**src/rtl/affmi_pkg.sv**
```systemverilog
// Package for the affine 3x4 matrix inverse block: payload types, command and
// status structs between controller and datapath, widths, adjugate term table.
// No dependencies.
package affmi_pkg;

    localparam int FRAC_BITS = 16;          // fraction bits of Q format
    localparam int ELEMS     = 12;          // elements of a 3x4 matrix
    localparam int COFS      = 9;           // cofactors of the 3x3 part
    localparam int IDX_W     = 4;
    localparam int VAL_W     = 32;
    localparam int OP_W      = 33;          // multiplier operand, signed
    localparam int PROD_W    = 2 * OP_W;
    localparam int COF_W     = 64;
    localparam int ACC_W     = 100;         // holds exact determinant
    localparam int DIV_W     = 132;         // holds |P| << 2F and |D| << 33
    localparam int QUO_W     = 33;          // quotient bits below saturation
    localparam int DIV_STEPS = QUO_W;

    localparam logic [IDX_W-1:0] LAST_IDX = IDX_W'(ELEMS - 1);

    typedef struct packed {
        logic [IDX_W-1:0]        element_index;
        logic signed [VAL_W-1:0] element_value;
    } t_in_req;

    typedef struct packed {
        logic [IDX_W-1:0]        element_index_res;
        logic signed [VAL_W-1:0] element_value_res;
        logic                    singular;
        logic                    last;
    } t_out_req;

    typedef enum logic [1:0] {LD_NONE, LD_A, LD_B} t_ld;
    typedef enum logic [1:0] {SRC_IN, SRC_INV, SRC_PLO, SRC_PHI} t_src;
    typedef enum logic [2:0] {ACC_NOP, ACC_CLR, ACC_LOAD, ACC_ADD, ACC_SUB, ACC_ADDHI} t_acc;

    typedef struct packed {
        logic             wr_in;
        t_ld              ld;
        t_src             src;
        logic [IDX_W-1:0] addr;
        logic             mul;
        t_acc             acc;
        logic             p_wr;
        logic             det_wr;
        logic             div_init;
        logic             div_step;
        logic             div_fin;
        logic             trn_wr;
        logic [IDX_W-1:0] waddr;
        logic             out_load;
    } t_cmd;

    typedef struct packed {
        logic singular;
        logic out_full;
    } t_status;

    // cofactor dst = m[a]*m[b] - m[c]*m[d]
    typedef struct packed {
        logic [IDX_W-1:0] dst;
        logic [IDX_W-1:0] a;
        logic [IDX_W-1:0] b;
        logic [IDX_W-1:0] c;
        logic [IDX_W-1:0] d;
    } t_adj;

    function automatic t_adj f_adj(input logic [IDX_W-1:0] k);
        t_adj r;
        unique case (k)
            4'd0:    r = '{4'd0,  4'd5,  4'd10, 4'd6,  4'd9};
            4'd1:    r = '{4'd1,  4'd9,  4'd2,  4'd10, 4'd1};
            4'd2:    r = '{4'd2,  4'd1,  4'd6,  4'd2,  4'd5};
            4'd3:    r = '{4'd4,  4'd6,  4'd8,  4'd4,  4'd10};
            4'd4:    r = '{4'd5,  4'd10, 4'd0,  4'd8,  4'd2};
            4'd5:    r = '{4'd6,  4'd2,  4'd4,  4'd0,  4'd6};
            4'd6:    r = '{4'd8,  4'd4,  4'd9,  4'd5,  4'd8};
            4'd7:    r = '{4'd9,  4'd8,  4'd1,  4'd9,  4'd0};
            4'd8:    r = '{4'd10, 4'd0,  4'd5,  4'd1,  4'd4};
            default: r = '0;
        endcase
        return r;
    endfunction

endpackage

```
**src/rtl/affmi_ctrl.sv**
```systemverilog
// Sequencer for the affine inverse: walks cofactors, determinant, divisions,
// translation and result emission. Depends on affmi_pkg.
module affmi_ctrl (
    input  logic                         i_clk,
    input  logic                         i_rst_n,
    input  logic                         i_in_valid,
    input  logic [affmi_pkg::IDX_W-1:0]  i_in_idx,
    output logic                         o_in_stall,
    input  affmi_pkg::t_status           i_status,
    output affmi_pkg::t_cmd              o_cmd
);

    typedef enum logic [3:0] {
        S_IDLE, S_COF, S_DET, S_DET_WR, S_CHK, S_DIV_INIT, S_DIV_IT,
        S_DIV_FIN, S_TRN, S_TRN_WR, S_EMIT
    } t_state;

    t_state             r_state, n_state;
    logic               r_stall, n_stall;
    logic [3:0]         r_k, n_k;
    logic [3:0]         r_step, n_step;
    logic [5:0]         r_it, n_it;
    affmi_pkg::t_adj    adj;
    affmi_pkg::t_cmd    cmd;

    always_comb begin
        n_state = r_state;
        n_k     = r_k;
        n_step  = r_step + 4'd1;
        n_it    = r_it;
        cmd     = '0;
        adj     = affmi_pkg::f_adj(r_k);
        unique case (r_state)
            S_IDLE: begin
                n_step = '0;
                if (i_in_valid && !r_stall && i_in_idx <= affmi_pkg::LAST_IDX) begin
                    cmd.wr_in = 1'b1;
                    if (i_in_idx == affmi_pkg::LAST_IDX) begin
                        n_state = S_COF;
                        n_k     = '0;
                    end
                end
            end
            S_COF: begin
                unique case (r_step)
                    4'd0: begin cmd.ld = affmi_pkg::LD_A; cmd.src = affmi_pkg::SRC_IN; cmd.addr = adj.a; end
                    4'd1: begin cmd.ld = affmi_pkg::LD_B; cmd.src = affmi_pkg::SRC_IN; cmd.addr = adj.b; end
                    4'd2: cmd.mul = 1'b1;
                    4'd3: cmd.acc = affmi_pkg::ACC_LOAD;
                    4'd4: begin cmd.ld = affmi_pkg::LD_A; cmd.src = affmi_pkg::SRC_IN; cmd.addr = adj.c; end
                    4'd5: begin cmd.ld = affmi_pkg::LD_B; cmd.src = affmi_pkg::SRC_IN; cmd.addr = adj.d; end
                    4'd6: cmd.mul = 1'b1;
                    4'd7: cmd.acc = affmi_pkg::ACC_SUB;
                    default: begin
                        cmd.p_wr  = 1'b1;
                        cmd.waddr = r_k;
                        n_step    = '0;
                        if (r_k == 4'(affmi_pkg::COFS - 1)) begin
                            n_state = S_DET;
                            n_k     = '0;
                        end else begin
                            n_k = r_k + 4'd1;
                        end
                    end
                endcase
            end
            S_DET: begin
                unique case (r_step)
                    4'd0: begin
                        cmd.ld   = affmi_pkg::LD_A;
                        cmd.src  = affmi_pkg::SRC_IN;
                        cmd.addr = {r_k[1:0], 2'b00};
                        if (r_k == 4'd0) cmd.acc = affmi_pkg::ACC_CLR;
                    end
                    4'd1: begin cmd.ld = affmi_pkg::LD_B; cmd.src = affmi_pkg::SRC_PLO; cmd.addr = r_k; end
                    4'd2: cmd.mul = 1'b1;
                    4'd3: cmd.acc = affmi_pkg::ACC_ADD;
                    4'd4: begin cmd.ld = affmi_pkg::LD_B; cmd.src = affmi_pkg::SRC_PHI; cmd.addr = r_k; end
                    4'd5: cmd.mul = 1'b1;
                    default: begin
                        cmd.acc = affmi_pkg::ACC_ADDHI;
                        n_step  = '0;
                        if (r_k == 4'd2) n_state = S_DET_WR;
                        else n_k = r_k + 4'd1;
                    end
                endcase
            end
            S_DET_WR: begin
                cmd.det_wr = 1'b1;
                n_state    = S_CHK;
            end
            S_CHK: begin
                n_k     = '0;
                n_state = i_status.singular ? S_EMIT : S_DIV_INIT;
            end
            S_DIV_INIT: begin
                cmd.div_init = 1'b1;
                cmd.addr     = r_k;
                n_it         = '0;
                n_state      = S_DIV_IT;
            end
            S_DIV_IT: begin
                cmd.div_step = 1'b1;
                if (r_it == 6'(affmi_pkg::DIV_STEPS - 1)) n_state = S_DIV_FIN;
                else n_it = r_it + 6'd1;
            end
            S_DIV_FIN: begin
                cmd.div_fin = 1'b1;
                cmd.waddr   = adj.dst;
                if (r_k == 4'(affmi_pkg::COFS - 1)) begin
                    n_state = S_TRN;
                    n_k     = '0;
                    n_it    = '0;
                    n_step  = '0;
                end else begin
                    n_k     = r_k + 4'd1;
                    n_state = S_DIV_INIT;
                end
            end
            S_TRN: begin
                // r_k is the row, r_it the column
                unique case (r_step)
                    4'd0: begin
                        cmd.ld   = affmi_pkg::LD_A;
                        cmd.src  = affmi_pkg::SRC_INV;
                        cmd.addr = {r_k[1:0], r_it[1:0]};
                    end
                    4'd1: begin
                        cmd.ld   = affmi_pkg::LD_B;
                        cmd.src  = affmi_pkg::SRC_IN;
                        cmd.addr = {r_it[1:0], 2'b11};
                    end
                    4'd2: cmd.mul = 1'b1;
                    default: begin
                        cmd.acc = (r_it == 6'd0) ? affmi_pkg::ACC_LOAD : affmi_pkg::ACC_ADD;
                        n_step  = '0;
                        if (r_it == 6'd2) n_state = S_TRN_WR;
                        else n_it = r_it + 6'd1;
                    end
                endcase
            end
            S_TRN_WR: begin
                cmd.trn_wr = 1'b1;
                cmd.waddr  = {r_k[1:0], 2'b11};
                n_it       = '0;
                n_step     = '0;
                if (r_k == 4'd2) begin
                    n_state = S_EMIT;
                    n_k     = '0;
                end else begin
                    n_k     = r_k + 4'd1;
                    n_state = S_TRN;
                end
            end
            S_EMIT: begin
                if (!i_status.out_full) begin
                    cmd.out_load = 1'b1;
                    cmd.addr     = r_k;
                    if (r_k == affmi_pkg::LAST_IDX) n_state = S_IDLE;
                    else n_k = r_k + 4'd1;
                end
            end
            default: n_state = S_IDLE;
        endcase
        n_stall = (n_state != S_IDLE);
    end

    always_ff @(posedge i_clk) begin
        if (!i_rst_n) begin
            r_state <= S_IDLE;
            r_stall <= 1'b1;
            r_k     <= '0;
            r_step  <= '0;
            r_it    <= '0;
        end else begin
            r_state <= n_state;
            r_stall <= n_stall;
            r_k     <= n_k;
            r_step  <= n_step;
            r_it    <= n_it;
        end
    end

    assign o_in_stall = r_stall;
    assign o_cmd      = cmd;

endmodule

```
**config.mk**
```make
export PLATFORM = sky130hd
export DESIGN_NAME = affmi_ctrl
export DESIGN_NICKNAME = d
export VERILOG_FILES = /design/src/rtl/affmi_pkg.sv /design/src/rtl/affmi_ctrl.sv
export SDC_FILE = /design/constraint.sdc
export NUM_CORES = 1
export LEC_CHECK = 0
export ABC_AREA = 1
export BUFFER_PORTS_ARGS = -buffer_cell sky130_fd_sc_hd__buf_4
export CAP_MARGIN = 40
export CORE_AREA = 3 3 84 54
export CTS_CLUSTER_SIZE = 12
export DETAILED_ROUTE_END_ITERATION = 10
export DIE_AREA = 0 0 87 57
export PLACE_DENSITY = 0.78
export SLEW_MARGIN = 40
export SYNTH_ARGS = -nofsm -noshare
export SYNTH_HDL_FRONTEND = slang
export SYNTH_SLANG_ARGS = --single-unit
```
**constraint.sdc**
```tcl
create_clock -name i_clk -period 2.5 [get_ports i_clk]
set_input_delay 0.125 -clock i_clk [delete_from_list [all_inputs] [get_ports i_clk]]
set_output_delay 0.125 -clock i_clk [all_outputs]
set_load 0.1 [all_outputs]
```
Word-level counts from Yosys, hierarchy flattened
Memory sizes are Yosys's and may differ from the RTL's. A register that Yosys moved wholly into a read port is not among the register bits. Cells that the tools add are included.

Add/sub/neg operators: 3. Magnitude comparators: 1. Equal/unequal tests: 34. Mux-type cells: 65. Reductions and logical operators: 20.

Operator list (number): $mux 4 (30); $pmux 4 s11 (1); $pmux 4 s5 (2); $pmux 4 s3 (3); $eq 4x3->1 const B (8); $pmux 8 s4 (1); $pmux 4 s7 (1); $eq 4x4->1 const B (6); $mux 6 (4); $pmux 6 s4 (1); $pmux 8 s3 (1); $ne 2x2->1 const B (11); $eq 4x2->1 const B (5); $mux 1 (16); $pmux 8 s2 (1); $logic_not 4->1 (3); $pmux 3 s3 (1); $add 4x1->4 const B (2); $eq 4x1->1 const B (2); $reduce_and 8->1 (1); $reduce_bool 4->1 (2); $reduce_or 2->1 (4); $reduce_or 8->1 (1); $reduce_bool 7->1 (1); other kinds (13) (15).

Flip-flop bits (word level): 19. Memory bits (read-only): 320. Input bits: 9. Output and inout port bits: 25. Logic and storage cells: 129. Memories: 1.

Memories: (name not given) (depth 16, width 20, rd ports 1, clocked after Yosys merged registers in 1, write ports 0, RTL line affmi_pkg.sv:70) `unique case (k)`.

Logic depth before layout (Yosys ltp)
Word-level depth: 7. Mapped depth: 16. Depth with buffers taken out: 16.

Least setup slack after synthesis
OpenSTA, ideal clock, no wires.

Kind: register -> output. From: reg r_step[0]. To: out o_cmd[17] (netlist name). Arrival time: 4.574 ns. Data required time: 2.375 ns. Slack: -2.199 ns. Stages on the path, launching flop included: 9. Path buffers: 0. Cells stage by stage: dfxtp_1 -> inv_1 -> ha_1 -> nand3_1 -> nand2_1 -> inv_1 -> nor2_1 -> nor3_1 -> o21ai_0.

RTL lines: start: declaration (RTL line affmi_ctrl.sv:21) `logic [3:0] r_step, n_step;`; start signal: assignment (RTL line affmi_ctrl.sv:179) `r_step <= n_step;`; end: declaration (RTL line affmi_ctrl.sv:10) `output affmi_pkg::t_cmd o_cmd`.

==> parameters.txt <==
Parameter                              Value

Logic synthesis
  Post-synthesis instance area ... ~0.0021 mm²
  Cells after synthesis ... 333
  Cell with the most instances after synthesis ... sky130_fd_sc_hd__nand2_1
  Per-instance average area after synthesis ... 6.414 µm²
  Register bit total from synthesis ... 25
  Sequential share of the synthesized area ... 23.43%
  Count of unique library cells instantiated by Yosys ... 37
  Async set or reset register ratio after synthesis ... 0%
  EDFF count, synth ... 0
  Yosys top cell by area ... sky130_fd_sc_hd__dfxtp_1
  Largest cells by area after synthesis ... sky130_fd_sc_hd__dfxtp_1, sky130_fd_sc_hd__nand2_1, sky130_fd_sc_hd__nor2_1, sky130_fd_sc_hd__inv_1, sky130_fd_sc_hd__ha_1
  Synthesis Warnings ... 0
  Mapped Nets ... 352
  Yosys top cell area share ... 23.43%
  List of most frequent post-synthesis cells ... sky130_fd_sc_hd__nand2_1, sky130_fd_sc_hd__nor2_1, sky130_fd_sc_hd__inv_1
  Predominant post-synthesis flop cell ... sky130_fd_sc_hd__dfxtp_1

GRT
  Initial antenna violation count ... 0
  First-pass GRT wire length ... 9632 µm
  Global routing usage summed across all routing layers ... 24.19%
  Global-route congestion overflow total ... 0
  Largest net degree at the start of global routing ... 15
  Via count of the first global-routing pass ... 2,047

Power and ir drop
  Largest vdd supply drop ... ~0.25 mV
  Reg power frac ... 54.5%
  Clk network pwr share ... 33.5%
  Fraction of power spent switching nets ... around 27%
  Cell internal pwr ... between 0.0005 and 0.0006 W
  Power density over the cells ... ~280 mW/mm²
  Net switching power of the design ... 0.0002041 W
  Comb pwr share ... 12.0%
  Leakage dissipation ... 1.243 nW

Critical path
  Cell-by-cell trace of the critical path ... inv_1, ha_2, nand3_1, nand2_1, nor2_1, nand2_2, nor2_4, inv_2, o221ai_4, buf_4
  WS Path Type ... reg2out
  Critical path endpoint category ... output pin
  Arrival time reported for the critical path endpoint ... 2.20 ns
  Critical Path Start Type ... flop
  Max incr delay on CP ... roughly 0.42 ns
  CP required ... between 2 and 2.5 ns
  Slowest stage cell, crit path ... sky130_fd_sc_hd__dfxtp_1
  Peak fanout along the critical path ... 5

Clock tree
  Clk buf depth ... 2
  Clock Sinks ... 25
  TritonCTS clock tree ... built
  Cts hold-fix bufs ... 0
  Clock insertion delay at the later pin of the skew report ... 0.27 ns
  Number of gates resized after cts ... 0
  Clock-pin slew on the worst setup and hold paths ... 0.10 ns
  H-tree depth ... 1
  Number of buffers added by the clock tree synthesis step ... 3
  Number of buffers inserted by post-CTS setup repair ... 0
  Buffer type at the clock tree root ... sky130_fd_sc_hd__clkbuf_8

Cells and area
  Net count reported at finish ... 390
  Sequential cell area ... 501.7 µm²
  Area growth syn-to-layout ... 23.67%
  Antenna diode instance count ... 0
  Fillers ... 327
  Area occupied by multi-input gates ... 0.001559 mm²
  Final Non-Filler Cells ... about 420
  Total non-filler cell area in the finished layout ... 0.002641 mm²
  Proportion of layout cells with a drive suffix above 1 ... 29.73%

Timing
  Worst slew pin tran ... 0.4329 ns
  Hold slack ... 0.2241 ns
  Post-route minimum period ... 2.324 ns
  Timing-limited maximum frequency ... 430.3 MHz
  Sum of negative setup slack ... 0 ns
  Clk_skew ... roughly 0.0056 ns
  Endpoints failing setup ... 0
  Share of the clock period used by the worst path ... 92.95%
  Pins Over Slew Limit ... 0
  Setup repair after global routing missed its margin ... false
  Final Hold Fails ... 0
  Worst slew margin relative to its limit ... between 70 and 80%
  Setup ws final ... around 0.18 ns

Placed design
  Worst setup timing slack at the placement stage ... 0.3225 ns
  Number of cells after detailed placement ... 413
  DPL Wire Length ... between 4000 and 5000 µm
  Weighted congestion reported at the end of routability-driven placement ... ~0.89
  Post-place instance area ... about 0.0026 mm²
  # port buffers ... 33

Floorplan
  Die outline width ... 87 µm
  Standard-cell rows ... 17
  Die Y ... between 50 and 60 µm
  Initial standard-cell utilization of the core ... a little under three fifths
  Core Area ... 0.003722 mm²
  Die Footprint ... approximately 0.0050 mm²
  Io pins ... 34

Routing
  Wl on met1 ... 2790 µm
  Remaining number of nets flagged by the antenna check after routing ... 0
  Total length of routed wires ... 5823 µm
  Via-to-Cell Ratio ... between 5 and 6
  Length of routed met2 wiring ... 2440 µm
  Max layer used ... met4
  DRT Pass-1 Iters ... 5
  Routed wire length on met3 ... 568 µm
  Detailed-route DRC error count ... 0
  Mean routed wirelength per cell ... 13.96 µm
  DRC marker count from the first detailed-route iteration ... about 140
  Vias post-DR ... 2,254

Hold path
  Min-Delay Path Class ... in2reg

Flow run
  Maximum Capacitance Violations ... 0

Run status
  Result of the run ... finished clean
state kept, by name (all words and copies together), names as in the netlist:
register	cells
adj	6
r_it	6
o_in_stall	1
r_step	4
r_state	4
r_k	4
per-stage QoR:
step,utilization [%],total power [W]
after global routing,70.96,0.0007803
final,70.96,0.0007480
after detailed placement,69.51,0.0005051
after CTS,70.76,0.0007495
after global placement,69.38,0.0005044
after floorplan,-,0.0004764
routing by layer:
metal	global-route usage, %	up-vias
met5	0	-
met4	3.333	0
met3	7.215	4
met2	35.35	99
met1	35.71	1005
li1	-	1146
cell usage in the layout, fill, tap and decap left out, types with 3 or more instances in the layout:
| cell | synthesis | routed |
|---|---|---|
| sky130_fd_sc_hd__a21oi_1 | 8 | 8 |
| sky130_fd_sc_hd__nor3b_1 | 3 | 3 |
| sky130_fd_sc_hd__nor2_2 | 3 | 4 |
| sky130_fd_sc_hd__nor3_2 | 2 | 3 |
| sky130_fd_sc_hd__nand3_1 | 24 | 24 |
| sky130_fd_sc_hd__o21ai_1 | 3 | 5 |
| sky130_fd_sc_hd__o21ai_0 | 13 | 9 |
| sky130_fd_sc_hd__dfxtp_1 | 25 | 24 |
| sky130_fd_sc_hd__nand2_2 | 17 | 18 |
| sky130_fd_sc_hd__nor2_4 | 6 | 10 |
| sky130_fd_sc_hd__nand2_1 | 65 | 64 |
| sky130_fd_sc_hd__clkbuf_8 | 0 | 3 |
| sky130_fd_sc_hd__inv_1 | 45 | 44 |
| sky130_fd_sc_hd__nor3_1 | 6 | 4 |
| sky130_fd_sc_hd__nand2_4 | 4 | 4 |
| sky130_fd_sc_hd__inv_2 | 11 | 12 |
| sky130_fd_sc_hd__buf_4 | 1 | 34 |
| sky130_fd_sc_hd__nor2_1 | 48 | 43 |
| sky130_fd_sc_hd__ha_1 | 10 | 9 |
| sky130_fd_sc_hd__o22ai_1 | 7 | 7 |
| sky130_fd_sc_hd__nand3_2 | 5 | 5 |
| sky130_fd_sc_hd__xor2_1 | 4 | 4 |
worst max-delay path: cells and delay by family, from the launching register on:
kind | cells | cell delay [ns]
AND/OR/NAND/NOR | 5 | 0.63
flip-flops | 1 | 0.42
buffers and inverters | 3 | 0.50
AO/OA/AOI/OAI | 1 | 0.15
adder cells (fa/ha/maj) | 1 | 0.22
worst paths after layout:
path                                           start               endpoint  slack [ns]  depth (start not counted)
worst min-delay path                         i_rst_n     adj[18]$_SDFF_PP0_        0.22                          3
worst max-delay path            r_step[0]$_SDFF_PN0_               o_cmd[1]        0.18                         10
worst max register to register   r_k[1]$_SDFFE_PN0N_  o_in_stall$_SDFF_PN1_        0.22                          9
worst min register to register  r_step[0]$_SDFF_PN0_   r_step[0]$_SDFF_PN0_        0.50                          1
power by group through the flow:
stage	clock network [W]	registers, W	logic (W)
2_1_floorplan	0	0.000423	0.0000535
5_1_grt	0.000274	0.000408	0.0000975
4_1_cts	0.000253	0.000408	0.0000888
3_3_place_gp	0	0.000417	0.0000877
6_report	0.000251	0.000408	0.0000894
3_5_place_dp	0	0.000417	0.0000882
cells by family (layout without fill, tap and decap cells):
family                     after synthesis  count (layout)  synth area share [%]
buffers and inverters                   59              96                 10.66
AOI/OAI and AO/OA                       46              46                 13.59
adders and majority gates               10              10                 5.858
DFF                                     25              25                 23.43
and+or+nand+nor                        188             188                 44.41
xor gates and xnor gates                 5               5                 2.050
final cells by class:
| type | count | share of cell area [%] |
|---|---|---|
| timing repair buffer | 34 | 9.664 |
| tap | 47 | 2.226 |
| inverter | 58 | 8.337 |
| sequential | 25 | 19.00 |
| multi-input combinational | 249 | 59.02 |
| clock buffer | 3 | 1.563 |
| clock inverter | 1 | 0.1895 |
No activity file was read; power rests on OpenSTA's default activity.
